### src/nfba_pkg.sv
package nfba_pkg;

    localparam int OFF_W = 10;
    localparam int DEPTH = 1024;

    typedef logic [OFF_W-1:0] off_t;

    typedef enum logic [1:0] {
        MODE_ALLOC    = 2'd0,
        MODE_RELEASE  = 2'd1,
        MODE_COALESCE = 2'd2,
        MODE_NONE     = 2'd3
    } mode_t;

    typedef enum logic [1:0] {
        LW_NONE,
        LW_ABSORB,
        LW_SPLIT_NEW,
        LW_SPLIT_HEAD
    } lnk_wr_t;

    typedef enum logic [1:0] {
        UW_NONE,
        UW_RELEASE,
        UW_SPLIT_NEW,
        UW_MARK
    } used_wr_t;

    typedef enum logic [1:0] {
        RES_NONE,
        RES_ZERO,
        RES_FAIL,
        RES_GRANT
    } res_t;

    typedef struct packed {
        logic     start_alloc;
        logic     start_coal;
        logic     addr_nxt;
        logic     load_nxt;
        logic     advance;
        logic     next_blk;
        logic     cursor_zero;
        lnk_wr_t  lnk_wr;
        used_wr_t used_wr;
        res_t     res;
        logic     out_load;
    } nfba_cmd_t;

    typedef struct packed {
        logic too_big;
        logic rd_used;
        logic rd_link_tail;
        logic wrap_hit;
        logic first;
        logic nxt_tail;
        logic fits;
        logic do_split;
    } nfba_sts_t;

endpackage

### src/nfba_ctrl.sv
module nfba_ctrl
    import nfba_pkg::*;
(
    input  logic        clk,
    input  logic        rst_n,
    input  logic        in_valid,
    output logic        in_ready,
    input  logic [1:0]  mode,
    output logic        out_valid,
    input  logic        out_ready,
    input  nfba_sts_t   sts,
    output nfba_cmd_t   cmd
);

    typedef enum logic [3:0] {
        S_IDLE,
        S_RD,
        S_EVAL,
        S_ABS_RD,
        S_ABS_EVAL,
        S_POST,
        S_ADV,
        S_SPLIT,
        S_MARK,
        S_DONE
    } state_t;

    state_t state_reg, state_next;
    logic   coal_reg, coal_next;
    logic   out_valid_reg, out_valid_next;

    always_comb
    begin
        cmd        = '0;
        cmd.lnk_wr = LW_NONE;
        cmd.used_wr = UW_NONE;
        cmd.res    = RES_NONE;
        state_next = state_reg;
        coal_next  = coal_reg;

        case (state_reg)
            S_IDLE:
            begin
                if (in_valid)
                begin
                    cmd.res = RES_ZERO;
                    state_next = S_DONE;
                    case (mode_t'(mode))
                        MODE_ALLOC:
                        begin
                            if (sts.too_big)
                            begin
                                cmd.res = RES_FAIL;
                            end
                            else
                            begin
                                cmd.start_alloc = 1'b1;
                                coal_next = 1'b0;
                                state_next = S_RD;
                            end
                        end
                        MODE_RELEASE:
                        begin
                            cmd.used_wr = UW_RELEASE;
                        end
                        MODE_COALESCE:
                        begin
                            cmd.start_coal = 1'b1;
                            coal_next = 1'b1;
                            state_next = S_RD;
                        end
                        default:
                        begin
                        end
                    endcase
                end
            end
            S_RD:
            begin
                state_next = S_EVAL;
            end
            S_EVAL:
            begin
                if (coal_reg)
                begin
                    cmd.load_nxt = 1'b1;
                    if (sts.rd_link_tail)
                    begin
                        cmd.cursor_zero = 1'b1;
                        state_next = S_DONE;
                    end
                    else
                    begin
                        state_next = S_ABS_RD;
                    end
                end
                else if (!sts.first && sts.wrap_hit)
                begin
                    cmd.res = RES_FAIL;
                    state_next = S_DONE;
                end
                else
                begin
                    cmd.load_nxt = 1'b1;
                    if (sts.rd_used)
                    begin
                        state_next = S_ADV;
                    end
                    else if (sts.rd_link_tail)
                    begin
                        state_next = S_POST;
                    end
                    else
                    begin
                        state_next = S_ABS_RD;
                    end
                end
            end
            S_ABS_RD:
            begin
                cmd.addr_nxt = 1'b1;
                state_next = S_ABS_EVAL;
            end
            S_ABS_EVAL:
            begin
                if (sts.rd_used)
                begin
                    state_next = S_POST;
                end
                else
                begin
                    cmd.lnk_wr = LW_ABSORB;
                    cmd.load_nxt = 1'b1;
                    state_next = sts.rd_link_tail ? S_POST : S_ABS_RD;
                end
            end
            S_POST:
            begin
                if (coal_reg)
                begin
                    if (sts.nxt_tail)
                    begin
                        cmd.cursor_zero = 1'b1;
                        state_next = S_DONE;
                    end
                    else
                    begin
                        cmd.next_blk = 1'b1;
                        state_next = S_RD;
                    end
                end
                else if (sts.fits)
                begin
                    state_next = sts.do_split ? S_SPLIT : S_MARK;
                end
                else
                begin
                    state_next = S_ADV;
                end
            end
            S_ADV:
            begin
                cmd.advance = 1'b1;
                state_next = S_RD;
            end
            S_SPLIT:
            begin
                cmd.lnk_wr = LW_SPLIT_NEW;
                cmd.used_wr = UW_SPLIT_NEW;
                state_next = S_MARK;
            end
            S_MARK:
            begin
                if (sts.do_split)
                begin
                    cmd.lnk_wr = LW_SPLIT_HEAD;
                end
                cmd.used_wr = UW_MARK;
                cmd.res = RES_GRANT;
                state_next = S_DONE;
            end
            S_DONE:
            begin
                if (!out_valid_reg || out_ready)
                begin
                    cmd.out_load = 1'b1;
                    state_next = S_IDLE;
                end
            end
            default:
            begin
                state_next = S_IDLE;
            end
        endcase

        out_valid_next = cmd.out_load | (out_valid_reg & ~out_ready);
    end

    always_ff @(posedge clk or negedge rst_n)
    begin
        if (!rst_n)
        begin
            state_reg     <= S_IDLE;
            coal_reg      <= 1'b0;
            out_valid_reg <= 1'b0;
        end
        else
        begin
            state_reg     <= state_next;
            coal_reg      <= coal_next;
            out_valid_reg <= out_valid_next;
        end
    end

    assign in_ready  = state_reg == S_IDLE;
    assign out_valid = out_valid_reg;

endmodule
### config.mk
export PLATFORM = sky130hd
export DESIGN_NAME = nfba_ctrl
export DESIGN_NICKNAME = d
export VERILOG_FILES = /design/src/nfba_pkg.sv /design/src/nfba_ctrl.sv
export SDC_FILE = /design/constraint.sdc
export NUM_CORES = 1
export LEC_CHECK = 0
export ABC_AREA = 1
export CORE_AREA = 2 2 39 41
export CTS_CLUSTER_DIAMETER = 30
export DETAILED_ROUTE_END_ITERATION = 6
export DIE_AREA = 0 0 41 43
export DONT_BUFFER_PORTS = 1
export GPL_ROUTABILITY_DRIVEN = 0
export SYNTH_ARGS = -nofsm -noshare
export SYNTH_HDL_FRONTEND = slang
export SYNTH_SLANG_ARGS = --single-unit
export TNS_END_PERCENT = 1
### constraint.sdc
create_clock -name clk -period 1.4 [get_ports clk]
set_clock_uncertainty 0.1 [all_clocks]
set_input_delay 0.14 -clock clk [delete_from_list [all_inputs] [get_ports clk]]
set_output_delay 0.14 -clock clk [all_outputs]
set_load 0.03 [all_outputs]
* Word-level counts from Yosys, hierarchy flattened
Cells that the tools add are included.
Storage, ports and cells: register bits after elaboration 6, output and inout port bits 16, word-level logic and storage cells 77
Cells by class: eq/ne operators 14, mux-type cells 48, bitwise operators 3, reduce and logical (&&, ||, !) cells 9
Operators with widths (number):
- 2-to-1 mux 4 bit | 12
- one-hot mux 4 bit (10 select lines) | 1
- 2-to-1 mux 1 bit | 18
- one-hot mux 2 bit (3 select lines) | 3
- equality test 4 x 3 -> 1 bit, second input constant | 4
- 2-to-1 mux 2 bit | 8
- equality test 4 x 2 -> 1 bit, second input constant | 2
- equality test 4 bit, second input constant | 2
- one-hot mux 4 bit (2 select lines) | 1
- 2-to-1 mux 3 bit | 2
- != test 2 bit, second input constant | 3
- one-hot mux 1 bit (2 select lines) | 3
- equality test 4 x 1 -> 1 bit, second input constant | 1
- zero test 4 bit | 1
- AND reduction 4 bit | 1
- equality test 2 x 1 -> 1 bit, second input constant | 1
- equality test 2 bit, second input constant | 1
- zero test 1 bit | 2
- zero test 2 bit | 1
- AND reduction 2 bit | 1
- nonzero test 2 bit | 1
- bitwise AND 1 bit | 1
- logical AND 1 bit | 1
- logical OR 1 bit | 1
- 2 further kinds | 2

* Depth between registers and ports, before layout
Gate-level depths: netlist (run 1).
word-level depth 5, mapped depth 9, mapped depth without buffers 9

* Least setup slack after synthesis (run 1)
Ideal clock, no wire load.
path type flip-flop to output port, from reg state_reg[0], to out cmd[13] (netlist bit), arrival time 1.827 ns, required time 1.160 ns, setup slack -0.667 ns, stages on the path, launching flop included 6, buffers on the path 0, cell sequence dfrtp_1 nor2_2 nand2_1 inv_2 nand2_2 nor4_1
RTL lines:
- start, declared | line nfba_ctrl.sv:28 | state_t state_reg, state_next;
- start signal, assigned | line nfba_ctrl.sv:209 | state_reg <= state_next;
- end, declared | line nfba_ctrl.sv:12 | output nfba_cmd_t cmd

==> results.yml, run 1 <==
status:
  status: "finished with violations"
  violations: "setup timing"
grt:
  grt_max_degree: 8
  antenna_found_initial: 0
  globalRouteOverflowTotal: 0
  grt_pass1_wl_um: 2870
  grt_pass1_vias: 717
  grt_usage: 0.2343
yosys:
  syn_avg_cell_area_um2: 5.739
  seq_area_frac_synth: 0.2516
  yosysWarnings: 0
  synth_cell_types: 18
  synth_nets: 118
  synth_cells: 104
  synth_top_family_by_area: "simple AND/OR/NAND/NOR gates"
  synth_area_um2: 596.8
  synth_compound_gate_area_share: 0.1384
  synth_xor_area_frac: 0
  synthAdderAreaFrac: 0
  synthMuxAreaShare: 0
  yosys.area_share.simple: 0.4906
  ys_seq_elements: 6
floorplanning:
  dieArea_um2: 1763
  initial_core_util: 0.4313
  die_height_um: 43
  dieWidth_um: 41
  rows: 14
  ios: 30
  coreArea_um2: 1384
sta:
  min_period_over_period: 1.184
  whs_ns: 0.04344
  worst_slack_ns: -0.2571
  report.final.slew_viol_count: 0
  setup_viol: 17
  tightest_slew_ns: 0.4252
  rsz0062_at_grt: "yes"
  max-slew-margin-rel: 0.7135
  hold_viol: 0
  max_freq_mhz: 603.5
  layout_min_cycle_time_ns: 1.657
place:
  io_buffers: 0
  dp_hpwl_um: 1421
critical_path:
  critPathLaunchType: "register"
  rr_worst_depth: 10
  critPathRequiredTime_ns: 1.16
  crit_type: "reg -> out"
  cp_max_fo: 4
  cp-end-kind: "output port"
  arrival_ns: 1.42
clock_tree:
  cts_sinks: 6
  cts_tree: "done"
  ctsHtreeMaxLevel: 1
  clk_pin_slew_worst_paths_ns: 0.04
  clockRootBuffer: "clkbuf_4"
  clockBufferDepth: 2
  clock_latency_ns: 0.23
  cts_buffers: 3
layout:
  nets: 156
  final_common_cell: "buf_4"
  areaGrowthSynthToFinish_pct: 73.79
  final_cell_mix: "buf_4 (25), nand2_1 (24), inv_1 (12), nor2_1 (10)"
  n_antenna_cell: 0
  drive_gt1_frac: 0.4643
  largest_reg_flops: 4
  nFillCells: 111
power_and_ir_drop:
  finalPower_mw: 2.133
  powerDensity_nw_per_um2: 2056
  power_leakage_nw: 0.5513
  vdd_drop_max_uv: 1227
routing:
  wl_per_cell_um: 11.71
  vias: 782
  ant_nets: 0
  avgViaCountPerCell: 5.013
  drtIter0Drc: 19
  drt-total-wl_um: 1826
  dr.pass1.iters: 4
  drc_errors: 0
min_path:
  holdCritPathClass: "in -> reg"
  holdPathStages: 3
run:
  max-cap-violations: 0
timing repair:
action	in CTS	in global routing
setup buffers	1	3
resized for setup	25	8
endpoints found under the hold margin	7	0
pin swaps	8	4
hold buffers	2	0
setup endpoints to repair	16	19
where the power goes:
part / internal (mW) / switching (mW)
sequential: 0.251 / 0.0799
combinational: 0.686 / 0.969
clock: 0.0962 / 0.0516
cells by family after synthesis:
| kind of cell | count (synthesis) |
|---|---|
| buffers and inverters | 19 |
| AOI/OAI and AO/OA | 14 |
| and+or+nand+nor | 65 |
| DFF | 6 |
worst max-delay path, stage by stage, from the launching register on:
cell and delay (ns):
dfrtp_1 0.41, nor2_2 0.18, nand2_2 0.09, inv_2 0.08, nand2_4 0.08, o31ai_4 0.18, buf_6 0.16
routing by layer:
| layer | track usage | routed length (µm) |
|---|---|---|
| met1 | 0.2957 | 792 |
| met2 | 0.3938 | 970 |
| met3 | 0.03665 | 63 |
| met4 | 0.06000 | 0 |
| met5 | 0 | 0 |
cell type report:
cell class              instances  area (µm²)  share of cell area
multi-input cells              79       493.0              0.4753
repair buffers                 33       275.3              0.2654
flip-flops and latches          6       150.1              0.1448
inverters                      19       76.32             0.07358
clock buffers                   3       22.52             0.02171
well taps                      16       20.02             0.01930
worst paths after layout:
kind	startpoint	endpoint	slack, ns
max	state_reg[3]$_DFFE_PN0P_	cmd[3]	-0.26
min	sts[5]	state_reg[1]$_DFFE_PN0P_	0.04
max reg2reg	state_reg[3]$_DFFE_PN0P_	state_reg[3]$_DFFE_PN0P_	-0.04
min reg2reg	out_valid$_DFF_PN0_	out_valid$_DFF_PN0_	0.48
max in group asynchronous	rst_n	state_reg[0]$_DFFE_PN0P_	0.87
min in group asynchronous	rst_n	out_valid$_DFF_PN0_	0.11
synthesized netlist by cell type (all sizes together):
master / count / area [µm²]
or2: 1 / 6.260
nor3: 3 / 15.01
inv: 19 / 71.32
nor4: 2 / 12.51
nand3b: 1 / 7.510
o22ai: 2 / 12.51
nand4: 2 / 12.51
nor2: 17 / 73.82
o21ai: 9 / 45.04
a31o: 1 / 8.760
o32ai: 1 / 8.760
nand2: 32 / 130.1
dfrtp: 6 / 150.1
o31ai: 1 / 7.510
nand3: 7 / 35.03
through the flow:
| step | instance area (µm²) | TNS [ns] | cells | utilization | setup WS (ns) |
|---|---|---|---|---|---|
| after floorplan | 633.1 | -1.353 | 104 | - | -0.2772 |
| after global placement | 863.3 | -0.01619 | 148 | 0.6239 | -0.01619 |
| after detailed placement | 863.3 | -0.2037 | 148 | 0.6239 | -0.06294 |
| after CTS | 1001 | -2.292 | 154 | 0.7233 | -0.2363 |
| after global routing | 1037 | -3.699 | 156 | 0.7495 | -0.3275 |
| final | 1037 | -2.433 | 156 | 0.7495 | -0.2571 |
(Power assumes the default switching activity.)
==> run 2, diff against run 1 <==
--- a/config.mk
+++ b/config.mk
@@ -7,11 +7,11 @@
 export LEC_CHECK = 0
 export ABC_AREA = 1
 export CORE_AREA = 2 2 39 41
-export CTS_CLUSTER_DIAMETER = 30
 export DETAILED_ROUTE_END_ITERATION = 6
 export DIE_AREA = 0 0 41 43
 export DONT_BUFFER_PORTS = 1
 export GPL_ROUTABILITY_DRIVEN = 0
+export REMOVE_ABC_BUFFERS = 1
 export SYNTH_ARGS = -nofsm -noshare
 export SYNTH_HDL_FRONTEND = slang
 export SYNTH_SLANG_ARGS = --single-unit
==> constraint.sdc (replaced) <==
create_clock -name clk -period 1.75 [get_ports clk]
set_clock_uncertainty 0.1 [all_clocks]
set_input_delay 0.175 -clock clk [delete_from_list [all_inputs] [get_ports clk]]
set_output_delay 0.175 -clock clk [all_outputs]
set_load 0.03 [all_outputs]
==> run 2 against run 1 <==
Effect of this change:
- the flow now finishes without violations
- register-to-register slack better by 0.36 ns
- first-iteration DRC count down 37%
- count of clock-buffer cells in the layout unchanged
- sequential share of layout area up 4.0 points
- via count down 4.6%
- critical endpoint unchanged
- largest cell class unchanged
- largest power group unchanged
- highest routed layer is now met4
==> results.yml, run 2 (synthesized netlist as in run 1, its figures left out) <==
place:
  io_buffers: 0
  dp_hpwl_um: 1323
clock_tree:
  ctsHtreeMaxLevel: 1
  cts_tree: "done"
  cts_buffers: 3
  cts_sinks: 6
  clockRootBuffer: "clkbuf_4"
  clockBufferDepth: 2
  clock_latency_ns: 0.26
  clk_pin_slew_worst_paths_ns: 0.05
routing:
  drt-total-wl_um: 1718
  wl_per_cell_um: 12.27
  vias: 746
  dr.pass1.iters: 4
  ant_nets: 0
  avgViaCountPerCell: 5.329
  drtIter0Drc: 12
  drc_errors: 0
min_path:
  holdPathStages: 3
  min_to: "state_reg[2]$_DFFE_PN0P_"
  worstHoldStart: "sts[5]"
  holdCritPathClass: "in -> reg"
power_and_ir_drop:
  vdd_drop_max_uv: 794.8
  finalPower_mw: 1.421
  power_leakage_nw: 0.4494
  powerDensity_nw_per_um2: 1702
floorplanning:
  coreArea_um2: 1384
  dieArea_um2: 1763
  ios: 30
  rows: 14
  initial_core_util: 0.4313
  die_height_um: 43
  dieWidth_um: 41
layout:
  finish.utilization: 0.6031
  final_cell_mix: "nand2_1 (26), buf_4 (15), inv_1 (14), nor2_1 (11), o21ai_0 (7)"
  drive_gt1_frac: 0.3629
  nets: 140
  n_antenna_cell: 0
  nFillCells: 137
  final_common_cell: "nand2_1"
  areaGrowthSynthToFinish_pct: 39.83
  largest_reg_flops: 4
critical_path:
  cp_max_fo: 6
  ff2ff_setup_slack_ns: 0.32
  r2r_end: "state_reg[3]$_DFFE_PN0P_"
  arrival_ns: 1.45
  timing.rr.start: "state_reg[3]$_DFFE_PN0P_"
  rr_worst_depth: 10
  critPathRequiredTime_ns: 1.47
  crit_type: "reg -> out"
  cp-end-kind: "output port"
  critPathLaunchType: "register"
grt:
  grt_pass1_wl_um: 2794
  antenna_found_initial: 0
  grt_usage: 0.2301
  globalRouteOverflowTotal: 0
  grt_pass1_vias: 707
  grt_max_degree: 8
sta:
  max_freq_mhz: 578.7
  tightest_slew_ns: 0.2930
  hold_viol: 0
  layout_min_cycle_time_ns: 1.728
  setup_viol: 0
  rsz0062_at_grt: "yes"
  min_period_over_period: 0.9874
  report.final.slew_viol_count: 0
  max-slew-margin-rel: 0.8026
  whs_ns: 0.04229
status:
  status: "finished, final reports clean"
run:
  max-cap-violations: 0
==> run 2: power by group <==
group,leakage (nW),total [mW],internal (mW),switching (mW)
Clock,0.0138,0.139,0.0783,0.0611
Combinational,0.362,0.985,0.339,0.646
Sequential,0.0738,0.296,0.206,0.0894
==> run 2: through the flow <==
stage | TNS, ns | cells | area, µm² | worst slack, ns
after floorplan | -0.7001 | 104 | 596.8 | -0.3521
after global placement | 0 | 132 | 706.9 | 0.2599
after detailed placement | 0 | 132 | 706.9 | 0.2102
after CTS | -0.02866 | 139 | 787.0 | -0.01151
after global routing | -0.2970 | 140 | 834.6 | -0.06340
final | 0 | 140 | 834.6 | 0.02206
==> run 2: layout make-up <==
type | instances | area [µm²] | area share
inverter | 19 | 71.32 | 0.08546
timing repair buffer | 17 | 132.6 | 0.1589
sequential | 6 | 153.9 | 0.1844
clock buffer | 3 | 22.52 | 0.02699
tap | 16 | 20.02 | 0.02399
multi-input combinational | 79 | 434.2 | 0.5202
==> run 2: how the worst max path moves through the flow <==
stage                         end  slack, ns                startpoint
after floorplan           cmd[13]      -0.35  state_reg[0]$_DFFE_PN0P_
after global placement     cmd[3]       0.26  state_reg[1]$_DFFE_PN0P_
after detailed placement   cmd[3]       0.21  state_reg[3]$_DFFE_PN0P_
after CTS                  cmd[3]      -0.01  state_reg[0]$_DFFE_PN0P_
after global routing       cmd[3]      -0.06  state_reg[0]$_DFFE_PN0P_
final                      cmd[3]       0.02  state_reg[3]$_DFFE_PN0P_
==> run 2: timing repair <==
| item | 4_1_cts | 5_1_grt |
|---|---|---|
| setup endpoints to repair | 6 | 11 |
| setup buffers | 2 | 1 |
| gates resized for setup | 5 | 16 |
| pin swaps | 3 | 1 |
| hold buffers | 2 | 0 |
| hold endpoints to repair | 7 | 0 |
==> run 2: metal layers <==
layer / GRT usage / part of all wire / vias to the layer above
li1: - / - / 376
met1: 0.2745 / 0.39 / 333
met2: 0.3719 / 0.51 / 30
met3: 0.09948 / 0.082 / 7
met4: 0.04000 / 0.020 / 0
met5: 0 / 0 / -
==> run 2: worst max-delay path, cell delays in order (launching register included) <==
cell,delay (ns)
dfrtp_2,0.45
nor2_2,0.16
nand2_2,0.07
inv_2,0.08
nand2_4,0.07
o31ai_2,0.17
buf_4,0.19
